`src/sv/ppmfd_pkg.sv`:
```
`default_nettype none

package ppmfd_pkg;

   localparam int CHANNEL_COUNT_DEFAULT = 8;
   localparam int EDGE_WIDTH = 32;
   localparam int SLOT_WIDTH = 4;
   localparam int CHAN_WIDTH = 16;
   localparam int RATE_WIDTH = 10;
   localparam int CSR_INDEX_WIDTH = 2;
   localparam int VIEW_COUNT = 5;

   localparam logic [CSR_INDEX_WIDTH-1:0] CSR_CLAMP_LOW = 2'd0;
   localparam logic [CSR_INDEX_WIDTH-1:0] CSR_CLAMP_HIGH = 2'd1;
   localparam logic [CSR_INDEX_WIDTH-1:0] CSR_SYNC_GAP = 2'd2;
   localparam logic [CSR_INDEX_WIDTH-1:0] CSR_ARM_THRESHOLD = 2'd3;

   localparam logic [CHAN_WIDTH-1:0] CLAMP_LOW_RESET = 16'd1000;
   localparam logic [CHAN_WIDTH-1:0] CLAMP_HIGH_RESET = 16'd2000;
   localparam logic [CHAN_WIDTH-1:0] SYNC_GAP_RESET = 16'd3000;
   localparam logic [CHAN_WIDTH-1:0] ARM_THRESHOLD_RESET = 16'd1950;

   localparam logic [CHAN_WIDTH-1:0] CONNECT_LOW = 16'd900;
   localparam logic [CHAN_WIDTH-1:0] CONNECT_HIGH = 16'd2100;

   // Positions of the channels that the stick outputs read, channel n at n-1.
   localparam int VIEW_ROLL = 0;
   localparam int VIEW_PITCH = 1;
   localparam int VIEW_THROTTLE = 2;
   localparam int VIEW_YAW = 3;
   localparam int VIEW_ARM = 4;

   localparam logic signed [CHAN_WIDTH:0] RATE_CENTER = 17'sd1000;
   localparam logic signed [CHAN_WIDTH:0] RATE_SAT_DELTA = 17'sd3345;
   localparam int RATE_SHIFT = 21;
   localparam int PROD_WIDTH = RATE_SHIFT + RATE_WIDTH;
   localparam logic [PROD_WIDTH-1:0] RATE_RECIP = 31'd377496;
   localparam logic signed [RATE_WIDTH:0] RATE_OFFSET = 11'sd90;
   localparam logic signed [RATE_WIDTH-1:0] RATE_MAX = 10'sd511;

   typedef struct packed {
      logic [CHAN_WIDTH-1:0] clamp_low;
      logic [CHAN_WIDTH-1:0] clamp_high;
      logic [CHAN_WIDTH-1:0] sync_gap;
      logic [CHAN_WIDTH-1:0] arm_threshold;
   } cfg_type;

   typedef struct packed {
      logic [SLOT_WIDTH-1:0] slot;
      logic [CHAN_WIDTH-1:0] width;
      logic sync;
      logic [VIEW_COUNT-1:0][CHAN_WIDTH-1:0] chan;
   } dec_type;

   // Maps a width as (w - 1000) * 180 / 1000 - 90 with truncation toward zero,
   // saturated to the signed 10-bit range. The divide by 50 is a multiply by
   // a reciprocal that is exact for magnitudes below the saturation point.
   function automatic logic signed [RATE_WIDTH-1:0] map_rate(input logic [CHAN_WIDTH-1:0] w);
      logic signed [CHAN_WIDTH:0] delta;
      logic [11:0] mag;
      logic [PROD_WIDTH-1:0] prod;
      logic [RATE_WIDTH-1:0] quot;
      logic signed [RATE_WIDTH:0] value;
      delta = $signed({1'b0, w}) - RATE_CENTER;
      mag = delta[CHAN_WIDTH] ? 12'(-delta) : 12'(delta);
      prod = PROD_WIDTH'(mag) * RATE_RECIP;
      quot = prod[PROD_WIDTH-1:RATE_SHIFT];
      value = delta[CHAN_WIDTH] ? -$signed({1'b0, quot}) : $signed({1'b0, quot});
      value = value - RATE_OFFSET;
      if (delta >= RATE_SAT_DELTA) begin
         return RATE_MAX;
      end
      return RATE_WIDTH'(value);
   endfunction

endpackage

`default_nettype wire

```
`src/sv/ppmfd_decode.sv`:
```
`default_nettype none

module ppmfd_decode #(
   parameter int CHANNEL_COUNT = ppmfd_pkg::CHANNEL_COUNT_DEFAULT
) (
   input  wire logic clock,
   input  wire logic reset,
   input  wire ppmfd_pkg::cfg_type cfg,
   input  wire logic in_valid,
   output logic in_ready,
   input  wire logic [ppmfd_pkg::EDGE_WIDTH-1:0] in_edge_time,
   output logic out_valid,
   input  wire logic out_ready,
   output ppmfd_pkg::dec_type out_dec
);

   localparam int CH_INDEX_WIDTH = $clog2(CHANNEL_COUNT);
   localparam logic [ppmfd_pkg::SLOT_WIDTH-1:0] LAST_CHAN_SLOT =
      ppmfd_pkg::SLOT_WIDTH'(CHANNEL_COUNT);
   localparam logic [ppmfd_pkg::SLOT_WIDTH-1:0] SYNC_SLOT =
      ppmfd_pkg::SLOT_WIDTH'(CHANNEL_COUNT + 1);
   localparam logic [ppmfd_pkg::SLOT_WIDTH-1:0] SLOT_HUNT = '0;
   localparam logic [ppmfd_pkg::SLOT_WIDTH-1:0] SLOT_FIRST = 4'd1;

   logic [ppmfd_pkg::EDGE_WIDTH-1:0] last_edge_ff;
   logic [ppmfd_pkg::SLOT_WIDTH-1:0] slot_ff;
   logic [ppmfd_pkg::SLOT_WIDTH-1:0] slot_in;
   logic [ppmfd_pkg::CHAN_WIDTH-1:0] chan_ff [CHANNEL_COUNT];
   logic out_valid_ff;
   ppmfd_pkg::dec_type dec_ff;
   ppmfd_pkg::dec_type dec_in;

   logic advance;
   logic [ppmfd_pkg::EDGE_WIDTH-1:0] interval;
   logic hunting;
   logic chan_slot;
   logic [ppmfd_pkg::CHAN_WIDTH-1:0] width;
   logic [CH_INDEX_WIDTH-1:0] chan_index;

   assign in_ready = !out_valid_ff || out_ready;
   assign advance = in_valid && in_ready;
   assign out_valid = out_valid_ff;
   assign out_dec = dec_ff;

   assign interval = in_edge_time - last_edge_ff;
   assign hunting = (slot_ff == SLOT_HUNT) || (slot_ff > SYNC_SLOT);
   assign chan_slot = !hunting && (slot_ff <= LAST_CHAN_SLOT);
   assign chan_index = CH_INDEX_WIDTH'(slot_ff - SLOT_FIRST);

   always_comb begin
      if (chan_slot) begin
         if (interval < {16'd0, cfg.clamp_low}) begin
            width = cfg.clamp_low;
         end else if (interval > {16'd0, cfg.clamp_high}) begin
            width = cfg.clamp_high;
         end else begin
            width = interval[ppmfd_pkg::CHAN_WIDTH-1:0];
         end
      end else if (!hunting) begin
         width = (interval[ppmfd_pkg::EDGE_WIDTH-1:ppmfd_pkg::CHAN_WIDTH] != '0) ?
            '1 : interval[ppmfd_pkg::CHAN_WIDTH-1:0];
      end else begin
         width = '0;
      end
   end

   always_comb begin
      dec_in.slot = hunting ? SLOT_HUNT : slot_ff;
      dec_in.width = width;
      dec_in.sync = !hunting && (interval > {16'd0, cfg.sync_gap});
      for (int n = 0; n < ppmfd_pkg::VIEW_COUNT; n++) begin
         dec_in.chan[n] = (chan_slot && slot_ff == ppmfd_pkg::SLOT_WIDTH'(n + 1)) ?
            width : chan_ff[n];
      end
      if (hunting) begin
         slot_in = SLOT_FIRST;
      end else if (chan_slot) begin
         slot_in = slot_ff + SLOT_FIRST;
      end else begin
         slot_in = SLOT_HUNT;
      end
      if (dec_in.sync) begin
         slot_in = SLOT_FIRST;
      end
   end

   always_ff @(posedge clock) begin
      if (reset) begin
         last_edge_ff <= '0;
         slot_ff <= SLOT_HUNT;
         out_valid_ff <= 1'b0;
         for (int n = 0; n < CHANNEL_COUNT; n++) begin
            chan_ff[n] <= '0;
         end
      end else begin
         if (advance) begin
            last_edge_ff <= in_edge_time;
            slot_ff <= slot_in;
            if (chan_slot) begin
               chan_ff[chan_index] <= width;
            end
            out_valid_ff <= 1'b1;
         end else if (out_ready) begin
            out_valid_ff <= 1'b0;
         end
      end
   end

   always_ff @(posedge clock) begin
      if (advance) begin
         dec_ff <= dec_in;
      end
   end

endmodule

`default_nettype wire

```
`src/sv/ppmfd_map.sv`:
```
`default_nettype none

module ppmfd_map (
   input  wire logic clock,
   input  wire logic reset,
   input  wire logic [ppmfd_pkg::CHAN_WIDTH-1:0] arm_threshold,
   input  wire logic in_valid,
   output logic in_ready,
   input  wire ppmfd_pkg::dec_type in_dec,
   output logic rsp_valid,
   input  wire logic rsp_ready,
   output logic [ppmfd_pkg::SLOT_WIDTH-1:0] rsp_updated_slot,
   output logic [ppmfd_pkg::CHAN_WIDTH-1:0] rsp_slot_width,
   output logic rsp_sync_seen,
   output logic [ppmfd_pkg::CHAN_WIDTH-1:0] rsp_throttle,
   output logic signed [ppmfd_pkg::RATE_WIDTH-1:0] rsp_roll_rate,
   output logic signed [ppmfd_pkg::RATE_WIDTH-1:0] rsp_pitch_rate,
   output logic signed [ppmfd_pkg::RATE_WIDTH-1:0] rsp_yaw_rate,
   output logic rsp_armed,
   output logic rsp_connected
);

   logic valid_ff;
   logic advance;
   logic [ppmfd_pkg::CHAN_WIDTH-1:0] throttle_in;

   assign in_ready = !valid_ff || rsp_ready;
   assign advance = in_valid && in_ready;
   assign rsp_valid = valid_ff;
   assign throttle_in = in_dec.chan[ppmfd_pkg::VIEW_THROTTLE];

   always_ff @(posedge clock) begin
      if (reset) begin
         valid_ff <= 1'b0;
      end else if (advance) begin
         valid_ff <= 1'b1;
      end else if (rsp_ready) begin
         valid_ff <= 1'b0;
      end
   end

   always_ff @(posedge clock) begin
      if (advance) begin
         rsp_updated_slot <= in_dec.slot;
         rsp_slot_width <= in_dec.width;
         rsp_sync_seen <= in_dec.sync;
         rsp_throttle <= throttle_in;
         rsp_roll_rate <= ppmfd_pkg::map_rate(in_dec.chan[ppmfd_pkg::VIEW_ROLL]);
         rsp_pitch_rate <= ppmfd_pkg::map_rate(in_dec.chan[ppmfd_pkg::VIEW_PITCH]);
         rsp_yaw_rate <= ppmfd_pkg::map_rate(in_dec.chan[ppmfd_pkg::VIEW_YAW]);
         rsp_armed <= in_dec.chan[ppmfd_pkg::VIEW_ARM] > arm_threshold;
         rsp_connected <= (throttle_in >= ppmfd_pkg::CONNECT_LOW) &&
            (throttle_in <= ppmfd_pkg::CONNECT_HIGH);
      end
   end

endmodule

`default_nettype wire

```
`src/sv/ppm_frame_decoder.sv`:
```
// PPM frame decoder. Each transfer on the req_ channel carries the microsecond
// timestamp of one rising edge of the PPM stream; each edge produces exactly one
// transfer on the rsp_ channel, in order, with the decoded slot, its width, the
// sync flag and the stick values (throttle, roll, pitch, yaw, armed, connected)
// as they stand after that edge.
// The block is a three-register pipeline: an input register, a decode stage that
// holds the last edge time, the slot counter and the channel widths, and a
// result register that maps the sticks. One edge is accepted every cycle while
// rsp_ready stays high.
// When rsp_ready is low the result register holds, the stages behind it fill,
// and req_ready falls only once all three hold an item.
// Reset clears the pipeline, the slot counter, the last edge time and the
// channel widths, and loads the default limits. The first edge after reset only
// takes the reference time and reports slot 0. The csr_ port writes the limits;
// the user must use it only while idle, and the block does not enforce this.
`default_nettype none

module ppm_frame_decoder #(
   parameter int CHANNEL_COUNT = ppmfd_pkg::CHANNEL_COUNT_DEFAULT
) (
   input  wire logic clock,
   input  wire logic reset,
   input  wire logic req_valid,
   output logic req_ready,
   input  wire logic [ppmfd_pkg::EDGE_WIDTH-1:0] req_edge_time,
   output logic rsp_valid,
   input  wire logic rsp_ready,
   output logic [ppmfd_pkg::SLOT_WIDTH-1:0] rsp_updated_slot,
   output logic [ppmfd_pkg::CHAN_WIDTH-1:0] rsp_slot_width,
   output logic rsp_sync_seen,
   output logic [ppmfd_pkg::CHAN_WIDTH-1:0] rsp_throttle,
   output logic signed [ppmfd_pkg::RATE_WIDTH-1:0] rsp_roll_rate,
   output logic signed [ppmfd_pkg::RATE_WIDTH-1:0] rsp_pitch_rate,
   output logic signed [ppmfd_pkg::RATE_WIDTH-1:0] rsp_yaw_rate,
   output logic rsp_armed,
   output logic rsp_connected,
   input  wire logic csr_wr_en,
   input  wire logic [ppmfd_pkg::CSR_INDEX_WIDTH-1:0] csr_index,
   input  wire logic [ppmfd_pkg::CHAN_WIDTH-1:0] csr_wr_data
);

   ppmfd_pkg::cfg_type cfg_ff;
   logic in_valid_ff;
   logic [ppmfd_pkg::EDGE_WIDTH-1:0] in_edge_ff;
   logic dec_in_ready;
   logic dec_valid;
   logic map_in_ready;
   ppmfd_pkg::dec_type dec;

   assign req_ready = !in_valid_ff || dec_in_ready;

   always_ff @(posedge clock) begin
      if (reset) begin
         cfg_ff.clamp_low <= ppmfd_pkg::CLAMP_LOW_RESET;
         cfg_ff.clamp_high <= ppmfd_pkg::CLAMP_HIGH_RESET;
         cfg_ff.sync_gap <= ppmfd_pkg::SYNC_GAP_RESET;
         cfg_ff.arm_threshold <= ppmfd_pkg::ARM_THRESHOLD_RESET;
      end else if (csr_wr_en) begin
         case (csr_index)
            ppmfd_pkg::CSR_CLAMP_LOW: cfg_ff.clamp_low <= csr_wr_data;
            ppmfd_pkg::CSR_CLAMP_HIGH: cfg_ff.clamp_high <= csr_wr_data;
            ppmfd_pkg::CSR_SYNC_GAP: cfg_ff.sync_gap <= csr_wr_data;
            ppmfd_pkg::CSR_ARM_THRESHOLD: cfg_ff.arm_threshold <= csr_wr_data;
            default: begin
            end
         endcase
      end
   end

   always_ff @(posedge clock) begin
      if (reset) begin
         in_valid_ff <= 1'b0;
      end else if (req_ready) begin
         in_valid_ff <= req_valid;
      end
   end

   always_ff @(posedge clock) begin
      if (req_valid && req_ready) begin
         in_edge_ff <= req_edge_time;
      end
   end

   ppmfd_decode #(
      .CHANNEL_COUNT(CHANNEL_COUNT)
   ) u_decode (
      .clock(clock),
      .reset(reset),
      .cfg(cfg_ff),
      .in_valid(in_valid_ff),
      .in_ready(dec_in_ready),
      .in_edge_time(in_edge_ff),
      .out_valid(dec_valid),
      .out_ready(map_in_ready),
      .out_dec(dec)
   );

   ppmfd_map u_map (
      .clock(clock),
      .reset(reset),
      .arm_threshold(cfg_ff.arm_threshold),
      .in_valid(dec_valid),
      .in_ready(map_in_ready),
      .in_dec(dec),
      .rsp_valid(rsp_valid),
      .rsp_ready(rsp_ready),
      .rsp_updated_slot(rsp_updated_slot),
      .rsp_slot_width(rsp_slot_width),
      .rsp_sync_seen(rsp_sync_seen),
      .rsp_throttle(rsp_throttle),
      .rsp_roll_rate(rsp_roll_rate),
      .rsp_pitch_rate(rsp_pitch_rate),
      .rsp_yaw_rate(rsp_yaw_rate),
      .rsp_armed(rsp_armed),
      .rsp_connected(rsp_connected)
   );

endmodule

`default_nettype wire
```
`config.mk`:
```
export PLATFORM = sky130hd
export DESIGN_NAME = ppm_frame_decoder
export DESIGN_NICKNAME = d
export VERILOG_FILES = /design/src/sv/ppmfd_pkg.sv /design/src/sv/ppmfd_decode.sv /design/src/sv/ppmfd_map.sv /design/src/sv/ppm_frame_decoder.sv
export SDC_FILE = /design/constraint.sdc
export NUM_CORES = 1
export LEC_CHECK = 0
export BUFFER_PORTS_ARGS = -buffer_cell sky130_fd_sc_hd__buf_2
export CAP_MARGIN = 20
export CORE_ASPECT_RATIO = 1.2
export CORE_MARGIN = 10
export CORE_UTILIZATION = 40
export DETAILED_ROUTE_END_ITERATION = 8
export PLACE_DENSITY = 0.57
export SLEW_MARGIN = 20
export SYNTH_ARGS = -nofsm -noshare
export SYNTH_HDL_FRONTEND = slang
export SYNTH_SLANG_ARGS = --single-unit
```
`constraint.sdc`:
```
create_clock -name clock -period 12.3 [get_ports clock]
set_clock_uncertainty 0.2 [all_clocks]
set_input_delay 0.615 -clock clock [delete_from_list [all_inputs] [get_ports clock]]
set_output_delay 0.615 -clock clock [all_outputs]
set_load 0.05 [all_outputs]
```
# After elaboration in Yosys (flattened, before gate mapping)
# Memory sizes are Yosys's and may differ from the RTL's.
# Index checks and enable logic that the tools add are counted.
# totals
ff_bits	305
ram_bits	128
input_bits	55
wordCells	138
mem_count	1
# mem_list
name	depth	width	read_ports	rd_clocked_by_memory_dff	wr	line	source
u_decode.chan_ff	8	16	5	0	8	ppmfd_decode.sv:28	logic [ppmfd_pkg::CHAN_WIDTH-1:0] chan_ff [CHANNEL_COUNT];
# classes
addsub	15
mul	3
order_cmp	11
eq_ne	8
muxes	44
n_reduce_logical	29
# op_table
op	n
16-bit 2-to-1 mux	11
10-bit 2-to-1 mux	9
12-bit by 16-bit multiplier with 28-bit output (second input constant)	3
32-bit by 16-bit > comparator with 1-bit output	2
17-bit by 13-bit greater-or-equal comparator with 1-bit output (second input constant)	3
16-bit by 10-bit subtractor with 17-bit output (second input constant)	3
12-bit 2-to-1 mux	3
12-bit negation	3
32-bit by 16-bit less-than comparator with 1-bit output	1
32-bit subtractor	1
10-bit negation	3
10-bit by 8-bit subtractor with 10-bit output (second input constant)	3
1-bit 2-to-1 mux	17
16-bit by 10-bit greater-or-equal comparator with 1-bit output (second input constant)	1
16-bit > comparator	1
16-bit by 12-bit <= comparator with 1-bit output (second input constant)	1
16-bit nonzero test	1
16-bit OR reduction	1
4-bit 2-to-1 mux	3
1-bit logical AND	11
4-bit by 2-bit == test with 1-bit output (second input constant)	2
4-bit by 3-bit == test with 1-bit output (second input constant)	2
2-bit AND reduction	4
4-bit by 1-bit adder with 4-bit output (second input constant)	1
12 further kinds	20

# Longest topological paths before layout
# logic_depth
word_depth	10
depth_mapped	35
ltp_nobuf	35

# Modules after synthesis
# A second synthesis with hierarchy kept.
# unflattened
hier_cells	3131
area_unflattened_um2	30385.4
# modules_own_cells
module	instances	cells_per_inst	area_per_inst_um2	seq_area_each_um2
ppmfd_map	1	1611	14765.4	2092.0
ppmfd_decode	1	1243	12086.6	6175.9
ppm_frame_decoder	1	277	3533.4	2262.2

# Worst setup path before layout
# Ideal clock, no wire load.
# synth_timing
path_type	reg2reg
from	reg u_decode.dec_ff (netlist bit u_decode.out_dec[3])
to	reg u_map.rsp_roll_rate[9] (netlist bit) (data pin)
setup_time_ps	255
t_arrival_ps	8060
t_required_ps	11845
setup_slack_ps	3786
stages_incl_launch_ff	34
period_less_slack_ps	8514
cell_sequence	edfxtp_1 o2111ai_1 nor2_1 or3_1 or4_1 clkbuf_1 clkbuf_1 a21oi_1 xnor2_1 inv_1 fa_1 ha_1 ha_1 inv_1 fa_1 fa_1 inv_1 ha_1 and4_1 and2_1 a221o_1 nor2_1 xnor2_1 inv_1 ha_1 o21ai_0 a211oi_1 nand3_1 mux2_2 or3_1 o211ai_1 nand3_1 xnor2_1 and2_1
# synth_via
elab_chain_cells	8
word_cells_on_any_way	11
cone_classes	add/sub (4); mul (1); order compare (1); mux (5)
# synth_lines
element	line	source
start: declaration	ppmfd_decode.sv:30	ppmfd_pkg::dec_type dec_ff;
start signal: assignment	ppmfd_decode.sv:111	dec_ff <= dec_in;
16-bit by 10-bit subtractor with 17-bit output (*)	ppmfd_pkg.sv:64	delta = $signed({1'b0, w}) - RATE_CENTER;
12-bit negation	ppmfd_pkg.sv:65	mag = delta[CHAN_WIDTH] ? 12'(-delta) : 12'(delta);
12-bit 2-to-1 mux	ppmfd_pkg.sv:65	
12-bit by 16-bit multiplier with 28-bit output	ppmfd_pkg.sv:66	prod = PROD_WIDTH'(mag) * RATE_RECIP;
10-bit negation	ppmfd_pkg.sv:68	value = delta[CHAN_WIDTH] ? -$signed({1'b0, quot}) : $signed({1'b0, quot});
10-bit 2-to-1 mux	ppmfd_pkg.sv:68	
10-bit by 8-bit subtractor with 10-bit output	ppmfd_pkg.sv:69	value = value - RATE_OFFSET;
10-bit 2-to-1 mux (*)	ppmfd_pkg.sv:73	return RATE_WIDTH'(value);
end signal: assignment	ppmfd_map.sv:48	rsp_roll_rate <= ppmfd_pkg::map_rate(in_dec.chan[ppmfd_pkg::VIEW_ROLL]);
end: declaration	ppmfd_map.sv:16	output logic signed [ppmfd_pkg::RATE_WIDTH-1:0] rsp_roll_rate,
# Every way passes the cells marked *; elsewhere a longest branch is shown, timed or not. The select of a mux whose other input is x is not followed.
# A chain may end at the register's enable or synchronous reset.

# Final worst setup path
# Ends and elaborated chain as after synthesis.

==> results_dict.tcl <==
set metrics [dict create \
    num_vias 22500 \
    worstMarginPinSlew_ns 1.19 \
    fp.dieH_um 320 \
    post-cts-setup-buffers 0 \
    synth_flop_cell "edfxtp_1" \
    worstPathMaxFanout 17 \
    mostFrequentLayoutCell "inv_1" \
    gr-total-overflow 0 \
    timing.rr.start "u_decode.out_dec[3]" \
    drt-initial-drc-count 1220 \
    yosys.area_share.simple_pct 12.9 \
    num_rows 109 \
    end_kind "flop" \
    grt_first_pass_wirelength_um 121000 \
    synthMuxAreaShare_pct 0.372 \
    cts.clk_slew.worst_paths_ns 0.06 \
    cts_buffer_depth 3 \
    p_int_uw 3710 \
    final_cell_mix "inv_1 (431), ha_1 (401), nand2_1 (386)" \
    syn_nets 3741 \
    crit_arrival_ns 9.31 \
    synth_edf_count 282 \
    synth-seq-cells 385 \
    finalPower_uw 6380 \
    die_area_um2 86300 \
    root_buffer "clkbuf_16" \
    route.detailed.wl_per_inst_um 17.5 \
    final_hold_viol_count 0 \
    ys_types 86 \
    first_pass_iters 7 \
    power_frac_clock_pct 22.0 \
    nFillCells 7211 \
    ys_async_sr_fraction_pct 0 \
    worstSetupPathType "reg2reg" \
    ios 126 \
    io_buffer_count 125 \
    antenna_found_initial 3 \
    holdPathStages 1 \
    ir_worst_vdd_uv 128 \
    core_area_um2 73900 \
    synthAdderAreaFrac_pct 25.0 \
    synth_top_family_by_area "adder cells" \
    rsz0062_at_grt "false" \
    hold_class "in2reg" \
    grt_max_degree 96 \
    syn_area_um2 30000 \
    drcViolationCount 0 \
    synth_xor_xnor_area_share_pct 4.29 \
    setup_viol 0 \
    area.growth.synth_to_final_pct 12.5 \
    reg2reg_to "u_map.rsp_roll_rate[9]" \
    hold_path_startpoint "req_edge_time[28]" \
    crit_required_ns 12.42 \
    p_leak_uw 0.0146 \
    wirelength_um 75900 \
    gp_congestion 0.866 \
    dpl.hpwl_um 58400 \
    yosys_warnings 0 \
    timing.fmax_ghz 0.109 \
    die_w_um 270 \
    first_global_vias 22300 \
    max_cap_violations 0 \
    setup.worst_path.start_class "flop" \
    maxSlewHeadroom_pct 20.1 \
    synth_area_per_cell_um2 9.48 \
    slew_violations 0 \
    swShare_pct 41.9 \
    cts.sinks 385 \
    nNetsFinal 3891 \
    final_antenna_net_count 0 \
    pwr-share-seq_pct 23.4 \
    synth-compound-area-share_pct 15.8 \
    ys_seq_area_share_pct 35.1 \
    power_frac_comb_pct 54.6 \
    reg2reg_setup_slack_ns 3.11 \
    track_usage_pct 17.3 \
    start_util_pct 40.5 \
    crit_path_top_delay_cell "or4_1" \
    fin_setup_tns_ns 0 \
    h-tree-depth 2 \
    min_period_over_period_pct 74.7 \
    power.density_nw_per_um2 189 \
    layout-drive-gt1-share_pct 8.75 \
    tritoncts "done" \
    clkLatencyLatePin_ns 0.58 \
    outcome "finished clean" \
    p_sw_uw 2670 \
    finalCriticalPeriod_ns 9.19 \
    cts_buffers 44 \
    cp_slowest_stage_delay_ns 0.83 \
    vias_per_cell 5.18 \
    synth_cells 3161 \
    r2r_cells 31 \
    hold_end "in_edge_ff[28]" \
]
## power groups by stage
stage                     clock network (uW)  registers (uW)  logic [uW]
final                                   1400            1500        3480
after global placement                     0            1520        3460
after detailed placement                   0            1520        3480
after floorplan                            0            1550        2670
after CTS                               1440            1500        3510
after global routing                    1490            1500        4000
## synth_stat cells, types with 19 or more instances
master | count | area share (%)
a211o_1 | 26 | 0.76
a211oi_1 | 23 | 0.58
a21o_1 | 36 | 0.90
a21oi_1 | 238 | 4.0
a31oi_1 | 19 | 0.40
clkbuf_1 | 81 | 1.0
dfxtp_1 | 103 | 6.9
edfxtp_1 | 282 | 28
fa_1 | 124 | 8.3
ha_1 | 401 | 17
inv_1 | 432 | 5.4
nand2_1 | 386 | 4.8
nand2b_1 | 24 | 0.50
nand3_1 | 47 | 0.78
nand4_1 | 26 | 0.54
nor2_1 | 172 | 2.2
nor2b_1 | 30 | 0.63
nor3_1 | 35 | 0.58
o211ai_1 | 20 | 0.50
o21a_1 | 28 | 0.70
o21ai_0 | 184 | 3.1
xnor2_1 | 85 | 2.5
xor2_1 | 59 | 1.7
## sequential cells by signal, indices dropped and copies added (netlist names), 4 cells and up
register,count
u_decode.last_edge_ff,32
in_edge_ff,32
u_map.rsp_pitch_rate,10
cfg_ff,64
u_map.rsp_yaw_rate,10
u_map.rsp_updated_slot,4
u_map.rsp_slot_width,16
u_map.rsp_throttle,16
u_decode.out_dec,101
u_map.rsp_roll_rate,10
u_decode.slot_ff,4
u_decode.chan_ff,80
## cell families (layout without fill, tap and decap cells)
kind of cell,after synthesis,in the layout
and+or+nand+nor,839,839
AOI/OAI and AO/OA,735,735
adders and majority gates,525,525
buffers and inverters,521,707
DFF,385,385
xor gates and xnor gates,145,145
muxes,11,11
other,0,1
## timing repair
action                    in CTS  in global routing
hold endpoints to repair      31                  0
resized for setup              0                  0
hold buffers                  31                  0
## layer usage
layer  wire length [um]  share of wire (%)  track usage, %  up-vias
met2              37700                 50            30.7      393
li1                   -                  -               -    11300
met4               2250                3.0            5.09        2
met5                 18              0.024               0        -
met3               2680                3.5            2.18      108
met1              33300                 44            21.6    10700
## critical path: cells and delay by family, from the launching register on
kind	cells	cell delay (ns)
AND/OR/NAND/NOR	10	2.78
adder cells (fa/ha/maj)	7	2.65
AO/OA/AOI/OAI	6	1.63
flip-flops	1	0.50
XOR/XNOR	3	0.48
buffers and inverters	4	0.43
multiplexers	1	0.30
## stage by stage
stage	instance area, um^2	utilization [%]	hold slack, ns	worst slack (ns)	cells
floorplan	30000	-	0.200	3.79	3161
global placement	31800	43.0	0.201	3.14	4229
detailed placement	31800	43.0	0.207	3.04	4230
CTS	33700	45.5	0.00698	3.05	4343
global route	33700	45.6	0.0168	2.49	4346
finish	33700	45.6	0.0399	3.11	4347
## how the worst max path moves through the flow
stage / startpoint / depth (start not counted) / to / slack [ns]
finish: u_decode.out_dec[3] / 31 / u_map.rsp_roll_rate[9] / 3.11
global route: u_decode.out_dec[51] / 29 / u_map.rsp_yaw_rate[8] / 2.49
CTS: u_decode.out_dec[3] / 31 / u_map.rsp_roll_rate[9] / 3.05
detailed placement: u_decode.out_dec[3] / 31 / u_map.rsp_roll_rate[9] / 3.04
global placement: u_decode.out_dec[3] / 31 / u_map.rsp_roll_rate[9] / 3.14
floorplan: u_decode.out_dec[3] / 33 / u_map.rsp_roll_rate[9] / 3.79
## area by class of cell
cell class / count / area [um^2] / share of cell area [%]
antenna: 1 / 2.50 / 0.00742
clock buffer: 52 / 1210 / 3.60
clock inverter: 30 / 333 / 0.987
inverter: 432 / 1630 / 4.82
multi-input combinational: 2255 / 17500 / 52.0
sequential: 385 / 10500 / 31.2
tap: 999 / 1250 / 3.71
timing repair buffer: 193 / 1240 / 3.67
Power figures use the tool's default switching activity.
